<file path="config.mk">
export PLATFORM = sky130hd
export DESIGN_NAME = rmcw_window
export DESIGN_NICKNAME = d
export VERILOG_FILES = /design/src/rmcw_pkg.sv /design/src/rmcw_window.sv
export SDC_FILE = /design/constraint.sdc
export NUM_CORES = 1
export LEC_CHECK = 0
export ABC_AREA = 1
export BUFFER_PORTS_ARGS = -buffer_cell sky130_fd_sc_hd__buf_4
export CAP_MARGIN = 0
export CORE_ASPECT_RATIO = 1.2
export CORE_MARGIN = 3
export CORE_UTILIZATION = 40
export CTS_CLUSTER_SIZE = 30
export DETAILED_ROUTE_END_ITERATION = 7
export GPL_ROUTABILITY_DRIVEN = 0
export SYNTH_ARGS = -nofsm -noshare
export SYNTH_HDL_FRONTEND = slang
export SYNTH_SLANG_ARGS = --single-unit
</file>
<file path="constraint.sdc">
create_clock -name clk -period 4 [get_ports clk]
set_input_delay 0.4 -clock clk [delete_from_list [all_inputs] [get_ports clk]]
set_output_delay 0.4 -clock clk [all_outputs]
set_load 0.01 [all_outputs]
</file>
<file path="src/rmcw_pkg.sv">
package rmcw_pkg;

  // input word kinds carried on tuser
  localparam logic [1:0] OP_WRITE = 2'd0;
  localparam logic [1:0] OP_READ  = 2'd1;
  localparam logic [1:0] OP_FAST  = 2'd2;

  // configuration register indexes
  localparam int CFG_IDX_W = 4;
  localparam logic [CFG_IDX_W-1:0] REG_X_START = 4'd0;
  localparam logic [CFG_IDX_W-1:0] REG_Y_START = 4'd1;
  localparam logic [CFG_IDX_W-1:0] REG_X_END   = 4'd2;
  localparam logic [CFG_IDX_W-1:0] REG_Y_END   = 4'd3;

  localparam logic signed [11:0] RST_X_START = 12'sd0;
  localparam logic signed [11:0] RST_Y_START = 12'sd0;
  localparam logic signed [11:0] RST_X_END   = 12'sd256;
  localparam logic signed [11:0] RST_Y_END   = 12'sd128;

  // largest window span the 11-bit counters cover
  localparam logic [11:0] MAX_SPAN = 12'd2048;

  localparam logic [17:0] BLACK_LIMIT = 18'd150000;

  typedef struct packed {
    logic              empty;
    logic              first_anchor;
    logic              last;
    logic              frame_ok;
    logic signed [12:0] dx;
    logic signed [12:0] dy;
  } win_status_t;

  // weighted luma test, white and black take the shortcut
  function automatic logic pixel_black(input logic [15:0] p);
    logic [17:0] s;
    s = 18'(p[15:11]) * 18'd2460 + 18'(p[10:5]) * 18'd2376 + 18'(p[4:0]) * 18'd938;
    if (p == 16'hFFFF) begin
      return 1'b0;
    end
    if (p == 16'h0000) begin
      return 1'b1;
    end
    return s < BLACK_LIMIT;
  endfunction

endpackage

</file>
<file path="src/rmcw_window.sv">
module rmcw_window #(
  parameter int CANVAS_WIDTH  = 256,
  parameter int CANVAS_HEIGHT = 128
) (
  input  logic                           clk,
  input  logic                           rst_n,
  input  logic                           cfg_we,
  input  logic [rmcw_pkg::CFG_IDX_W-1:0] cfg_idx,
  input  logic [11:0]                    cfg_data,
  input  logic                           step,
  output rmcw_pkg::win_status_t          st
);

  import rmcw_pkg::*;

  logic signed [11:0] xs_r, ys_r, xe_r, ye_r;
  logic signed [11:0] xs_nxt, ys_nxt, xe_nxt, ye_nxt;
  logic [10:0]        col_r, row_r, col_nxt, row_nxt;
  logic signed [12:0] dw, dh;
  logic [11:0]        w, h, col_inc, row_inc;
  logic               col_end, row_end;

  assign dw = {xe_r[11], xe_r} - {xs_r[11], xs_r};
  assign dh = {ye_r[11], ye_r} - {ys_r[11], ys_r};

  // span clamped to the counter range
  always_comb begin
    if (dw <= 13'sd0) begin
      w = '0;
    end else if (dw > $signed({1'b0, MAX_SPAN})) begin
      w = MAX_SPAN;
    end else begin
      w = dw[11:0];
    end
    if (dh <= 13'sd0) begin
      h = '0;
    end else if (dh > $signed({1'b0, MAX_SPAN})) begin
      h = MAX_SPAN;
    end else begin
      h = dh[11:0];
    end
  end

  assign col_inc = {1'b0, col_r} + 12'd1;
  assign row_inc = {1'b0, row_r} + 12'd1;
  assign col_end = col_inc >= w;
  assign row_end = row_inc >= h;

  assign st.empty        = (w == '0) || (h == '0);
  assign st.first_anchor = (col_r == '0) && (row_r == '0) && (xs_r == '0) && (ys_r == '0);
  assign st.last         = col_end && row_end;
  assign st.frame_ok     = (xs_r <= 12'sd0) && (xe_r >= $signed(12'(CANVAS_WIDTH)))
                           && (ye_r >= $signed(12'(CANVAS_HEIGHT)));
  assign st.dx           = {xs_r[11], xs_r} + $signed({2'b00, col_r});
  assign st.dy           = {ys_r[11], ys_r} + $signed({2'b00, row_r});

  always_comb begin
    xs_nxt  = xs_r;
    ys_nxt  = ys_r;
    xe_nxt  = xe_r;
    ye_nxt  = ye_r;
    col_nxt = col_r;
    row_nxt = row_r;
    if (cfg_we) begin
      case (cfg_idx)
        REG_X_START: begin
          xs_nxt  = cfg_data;
          col_nxt = '0;
          row_nxt = '0;
        end
        REG_Y_START: begin
          ys_nxt  = cfg_data;
          col_nxt = '0;
          row_nxt = '0;
        end
        REG_X_END: begin
          xe_nxt  = cfg_data;
          col_nxt = '0;
          row_nxt = '0;
        end
        REG_Y_END: begin
          ye_nxt  = cfg_data;
          col_nxt = '0;
          row_nxt = '0;
        end
        default: ;
      endcase
    end else if (step) begin
      if (col_end) begin
        col_nxt = '0;
        row_nxt = row_end ? '0 : row_inc[10:0];
      end else begin
        col_nxt = col_inc[10:0];
      end
    end
  end

  always_ff @(posedge clk) begin
    if (!rst_n) begin
      xs_r  <= RST_X_START;
      ys_r  <= RST_Y_START;
      xe_r  <= RST_X_END;
      ye_r  <= RST_Y_END;
      col_r <= '0;
      row_r <= '0;
    end else begin
      xs_r  <= xs_nxt;
      ys_r  <= ys_nxt;
      xe_r  <= xe_nxt;
      ye_r  <= ye_nxt;
      col_r <= col_nxt;
      row_r <= row_nxt;
    end
  end

endmodule

</file>
==> run_results.csv, run 1 <==
group,metric,value,unit
synthesis,ys_seq_elements,70,
timing,worst_slew_pin_slew,499,ps
floorplan,die_w,123,um
synthesis,dominantRegCellSynth,"dfxtp_1",
drt,ant_nets,0,
synthesis,synth-xor-area-share,5.43,%
cells_and_area,nNetsFinal,1185,
cts,cts_inserted_buffers,9,
timing,tns,0,ps
worst_setup_path,crit_path_top_delay_cell,"fa_2",
timing,slew_headroom,66.4,%
cells_and_area,area_delta_synth_final,20.8,%
place,port-buffer-count,49,
job,cap_violations,0,
drt,drt-initial-drc-count,438,
synthesis,synthesis.area,6610,um^2
pwr,leakage,0.00386,uW
synthesis,ys_seq_area_share,21.2,%
worst_setup_path,crit_required,3600,ps
pwr,p_per_area,303,nW/um^2
timing,period_needed,3970,ps
drt,post_drt_wl_per_cell,15.7,um
drt,first_pass_iters,5,
floorplan,core,15900,um^2
cts,cts_buffer_depth,2,
synthesis,yosysWarnings,0,
cts,clk_latency,340,ps
timing,hold_viol,0,
global_route,first_global_vias,6243,
run_status,status,"complete, no violations",
timing,max_freq,0.252,GHz
floorplan,die_y,147,um
drt,vias,6789,
worst_hold_path,worst_hold_path_type,"in2reg",
cts,root_buffer,"clkbuf_16",
floorplan,die-area,18100,um^2
cts,cts.sink_count,70,
cells_and_area,drive_gt1_share,20.0,%
synthesis,yosysTopAreaCell,"dfxtp_1",
worst_setup_path,worst-path-buf-inv,5,
cts,htree_levels,3,
worst_setup_path,cp_cell_sequence,"inv_2, ha_4, inv_4, fa_2, inv_2, nand2_2, a21oi_2, nand3_1, nor2_1, nand3_1, nor2_2, nand3_2, nand2_4, nand3_1, ha_1, nand2_1, o21bai_1, nand2_1, nand2_1, nand4_1, nand2_1, inv_1, buf_6",
pwr,power,2420,uW
synthesis,synth_adder_area_share,15.2,%
timing,report.final.slew_viol_count,0,
global_route,grt.total_usage,22.1,%
worst_setup_path,cp_top_family,"simple AND/OR/NAND/NOR gates",
floorplan,rows,50,
worst_setup_path,worstPathMaxFanout,5,
cts,clkTransAtPathRegs,60,ps
synthesis,synth_common_cells,"230 x nand2_1, 145 x inv_1, 102 x nor2_1",
timing,rsz0062_at_grt,"yes",
drt,routed_wirelength,20500,um
floorplan,start_util,41.6,%
timing,setup_violations,0,
synthesis,muxShareOfSynthArea,0,%
global_route,grt_pass1_wl,31700,um
worst_setup_path,cpMostUsedCell,"nand2_1",
synthesis,synth.most_common_cell,"nand2_1",
synthesis,synth_top_family_by_area,"simple AND/OR/NAND/NOR gates",
synthesis,yosys.area_share.simple,33.9,%
drt,vias_per_cell,5.22,
synthesis,syn_nets,1122,
worst_setup_path,startpoint_type,"flop",
synthesis,ys_types,41,
synthesis,synth-compound-area-share,14.1,%
timing,finClkSkew,12.8,ps
synthesis,synth_edf_count,0,
worst_setup_path,slowest_delay,460,ps
worst_setup_path,worst_r2r_path_depth,27,
synthesis,synth_cells,1024,
cts,cts_hold_buf,0,
floorplan,io-pin-count,50,
timing,min_period_over_period,99.3,%
synthesis,synth_top_area_share,21.2,%
synthesis,ys_async_sr_fraction,0,%
cells_and_area,final_core_util,50.2,%
worst_setup_path,path_depth,23,
pwr,ir_drop,0.200,mV
worst_setup_path,crit_type,"reg2out",
global_route,antenna_found_initial,0,
global_route,grt_max_degree,59,
worst_setup_path,crit_arrival,3570,ps
worst_setup_path,endpoint_kind,"output pin",
worst_hold_path,min_path_cells,3,
cells_and_area,insertedDiodeCount,0,
synthesis,syn_area_per_cell,6.45,um^2
global_route,grt_overflow,0,
synthesis,yosys-top-cells-area,"dfxtp_1 21%, ha_1 14%, nand2_1 13%",
place,hpwl,16000,um
drt,drc,0,
cts,cts_tree,"yes",
==> area by class of cell <==
cell class | count | area (um^2)
fillers | 1648 | 7910
multi-input cells | 786 | 4900
flip-flops and latches | 70 | 1430
inverters | 148 | 558
repair buffers | 72 | 552
well taps | 208 | 260
clock buffers | 10 | 239
clock inverters | 6 | 42.5
==> power by group <==
group	total (uW)	leakage [uW]	internal [uW]	switching, uW
registers	748	0.000576	718	30.0
logic	887	0.00315	353	534
clock network	786	0.000135	439	346
==> repair_timing <==
item	CTS	global route
gates resized for setup	6	96
cloned	0	2
endpoints found under the setup margin	1	16
pin swaps	2	27
buffers inserted	2	12
hold endpoints to repair	0	0
==> state kept, by name (all words and copies together), names as in the netlist <==
signal	count
ys_r	12
row_r	11
xe_r	12
col_r	11
xs_r	12
ye_r	12
==> stage by stage <==
| step | cell area (um^2) | hold WS [ps] | setup slack (ps) | cells |
|---|---|---|---|---|
| detailed placement | 7190 | 459 | 43.7 | 1268 |
| finish | 7980 | 323 | 27.5 | 1300 |
| global placement | 7190 | 449 | 43.7 | 1268 |
| global route | 7980 | 327 | -123 | 1300 |
| CTS | 7510 | 317 | 5.30 | 1286 |
| floorplan | 6610 | 433 | 612 | 1024 |
==> final timing paths <==
path | slack, ps | to | from
hold reg to reg | 460 | xe_r[0]$_SDFFE_PN0P_ | xe_r[0]$_SDFFE_PN0P_
setup reg to reg | 220 | row_r[5]$_SDFFE_PN0P_ | ye_r[0]$_SDFFE_PN0P_
hold / removal | 320 | ye_r[7]$_SDFFE_PN1P_ | cfg_data[7]
setup / recovery | 30 | st[27] | ye_r[0]$_SDFFE_PN0P_
==> metal layers <==
layer | GRT usage (%) | wire length [um] | part of all wire (%) | vias to the layer above
li1 | - | - | - | 3493
met5 | 0 | 0 | 0 | -
met2 | 36.7 | 10000 | 49 | 179
met4 | 11.5 | 935 | 4.6 | 0
met3 | 2.77 | 811 | 4.0 | 56
met1 | 27.5 | 8670 | 42 | 3061
==> worst reg2reg max path, delay by kind of cell, from the launching register on <==
family	cells	cell delay [ps]
simple gates	17	1690
flops	1	320
buf+inv	5	570
compound gates	2	230
fa+ha+maj	3	920
==> cells in the final DEF, fill, tap and decap left out, types with 3 or more instances in the layout <==
master and count:
nor2_1 95, nand2_1 217, o21bai_1 4, nand2_2 29, buf_6 3, clkbuf_16 9
nand3_4 3, nand2_4 3, inv_2 7, nor3_1 11, o31ai_1 3, nor2_4 3
ha_1 52, o21ai_0 59, xor2_1 23, inv_1 140, dfxtp_1 51, dfxtp_2 18
nor2_2 12, ha_2 10, nand4_1 16, buf_4 69, a21oi_2 6, nor4_1 12
a21oi_1 85, o2111ai_1 3, xnor2_1 13, nand3b_1 13, ha_4 12, nand3_1 62
nand3_2 16
==> cells by family (layout without fill, tap and decap cells) <==
logic type                 Yosys count  count (layout)
and+or+nand+nor                    496             497
AOI/OAI and AO/OA                  172             173
buffers and inverters              170             236
adders and majority gates           78              78
DFF                                 70              70
xor gates and xnor gates            38              38
Power figures use the tool's default switching activity.
==> inputs of run 2 (changes only) <==
- GPL_TIMING_DRIVEN: not set -> 0
==> run_results.csv, run 2 (synthesized netlist as in run 1, its figures left out) <==
group,metric,value,unit
drt,ant_nets,0,
cts,root_buffer,"clkbuf_16",
run_status,status,"complete, no violations",
timing,period_needed,3920,ps
worst_hold_path,worst_hold_path_type,"in2reg",
cells_and_area,nNetsFinal,1203,
worst_setup_path,endpoint_kind,"output pin",
cells_and_area,drive_gt1_share,20.4,%
worst_setup_path,crit_arrival,3520,ps
timing,report.final.slew_viol_count,0,
cts,cts_hold_buf,0,
cts,clkTransAtPathRegs,60,ps
pwr,p_per_area,312,nW/um^2
timing,hold_viol,0,
cells_and_area,insertedDiodeCount,0,
cts,clk_latency,340,ps
timing,rsz0062_at_grt,"yes",
drt,routed_wirelength,20600,um
global_route,grt_overflow,0,
place,hpwl,16400,um
cells_and_area,nFillCells,1684,
drt,vias,6806,
worst_setup_path,crit_start,"ye_r[0]$_SDFFE_PN0P_",
timing,worst_slew_pin_slew,617,ps
worst_setup_path,slowest_delay,440,ps
timing,max_freq,0.255,GHz
cts,htree_levels,3,
floorplan,rows,50,
timing,finalWorstSetupSlack,83.5,ps
global_route,grt_pass1_wl,31800,um
timing,min_period_over_period,97.9,%
place,preCtsSetupSlack,-178,ps
global_route,gr-usage-met2,38.2,%
worst_setup_path,cp_cell_sequence,"inv_2, ha_4, inv_4, fa_2, inv_1, nand2_1, a21oi_2, nand3_2, nor2_2, nand3_1, nor2_2, nand3_2, nand2_4, nand3_2, ha_4, nand2_1, o21bai_1, nand2_1, nand3_1, nand4_1, nand2_1, inv_2, buf_6",
global_route,met3_usage,1.81,%
cells_and_area,area_delta_synth_final,23.3,%
drt,first_pass_iters,7,
timing,slew_headroom,58.8,%
pwr,leakage,0.00393,uW
worst_setup_path,startpoint_type,"flop",
drt,vias_per_cell,5.16,
floorplan,die_y,147,um
global_route,grt_max_degree,15,
worst_setup_path,worst_r2r_path_depth,28,
global_route,top_usage_layer,"met2",
global_route,met1_usage,27.8,%
global_route,grt.total_usage,22.1,%
drt,post_drt_wl_per_cell,15.6,um
cts,cts_buffer_depth,2,
cts,cts_inserted_buffers,9,
worst_setup_path,rr_startpoint,"ye_r[0]$_SDFFE_PN0P_",
timing,setup_violations,0,
drt,drc,0,
worst_hold_path,hp-start,"cfg_data[7]",
timing,finClkSkew,8.43,ps
cts,cts.sink_count,70,
worst_setup_path,worstPathMaxFanout,5,
worst_setup_path,cpMostUsedCell,"nand2_1",
worst_setup_path,crit_type,"reg2out",
cells_and_area,mostFrequentLayoutCells,"218 x nand2_1, 137 x inv_1, 93 x nor2_1",
drt,drt-initial-drc-count,427,
pwr,power,2540,uW
pwr,ir_drop,0.229,mV
cells_and_area,layout_commonest_cell,"nand2_1",
floorplan,die_w,123,um
cells_and_area,seqCellArea,1420,um^2
floorplan,die-area,18100,um^2
global_route,antenna_found_initial,0,
cells_and_area,multi_input_area,4960,um^2
global_route,first_global_vias,6300,
worst_setup_path,crit_path_top_delay_cell,"fa_2",
job,cap_violations,0,
floorplan,start_util,41.6,%
floorplan,core,15900,um^2
floorplan,io-pin-count,50,
place,port-buffer-count,48,
worst_hold_path,min_path_cells,3,
worst_setup_path,crit_required,3600,ps
cts,cts_tree,"yes",
run 2: cell count changes in the layout (fill, tap and decap cells not counted), sizes merged:
cell | previous run | this run
buf | 72 | 73
bufinv | 0 | 1
clkbuf | 10 | 26
clkinv | 2 | 3
clkinvlp | 2 | 0
inv | 150 | 151
run 2: cell type report:
| cell class | instances | area share [%] |
|---|---|---|
| Tap cell | 208 | 3.19 |
| Buffer | 22 | 1.44 |
| Sequential cell | 70 | 17.5 |
| Clock inverter | 7 | 0.998 |
| Clock buffer | 9 | 2.76 |
| Multi-Input combinational cell | 786 | 60.8 |
| Inverter | 148 | 6.85 |
| Timing Repair Buffer | 68 | 6.46 |
run 2: metrics by stage:
step                      util [%]  instances  hold slack [ps]  cell area (um^2)  TNS (ps)
after floorplan                  -       1024              433              6610         0
after global placement        45.5       1280              453              7230     -1300
after detailed placement      45.5       1280              455              7230     -1160
after CTS                     48.5       1309              301              7710         0
after global routing          51.3       1318              306              8150      -539
final                         51.3       1318              316              8150         0
run 2: path summary, 6_finish.rpt:
kind / end / slack [ps]
setup / recovery: st[27] / 80
setup reg to reg: row_r[2]$_SDFFE_PN0P_ / 210
hold reg to reg: xe_r[0]$_SDFFE_PN0P_ / 480
hold / removal: ye_r[7]$_SDFFE_PN1P_ / 320
run 2: layer usage:
metal  wire, um  vias to the layer above
met4        795                        0
met3        562                       41
met5          0                        -
met2      10200                      131
li1           -                     3532
met1       8970                     3102
run 2: what timing repair did:
action	in CTS	in global routing
setup buffers	11	9
gates cloned	2	0
pin swaps	8	33
endpoints found under the setup margin	15	21
resized for setup	24	84
run 2: where the power goes:
group / switching (uW) / internal, uW
Sequential: 29.0 / 718
Clock: 344 / 493
Combinational: 565 / 395
Total: 938 / 1610
run 2: critical path: cells and delay by family, from the launching register on:
family                     cells  cell delay [ps]
buffers and inverters          5              330
AOI/OAI and AO/OA              2              270
adders and majority gates      3              880
DFF                            1              310
and+or+nand+nor               13             1400
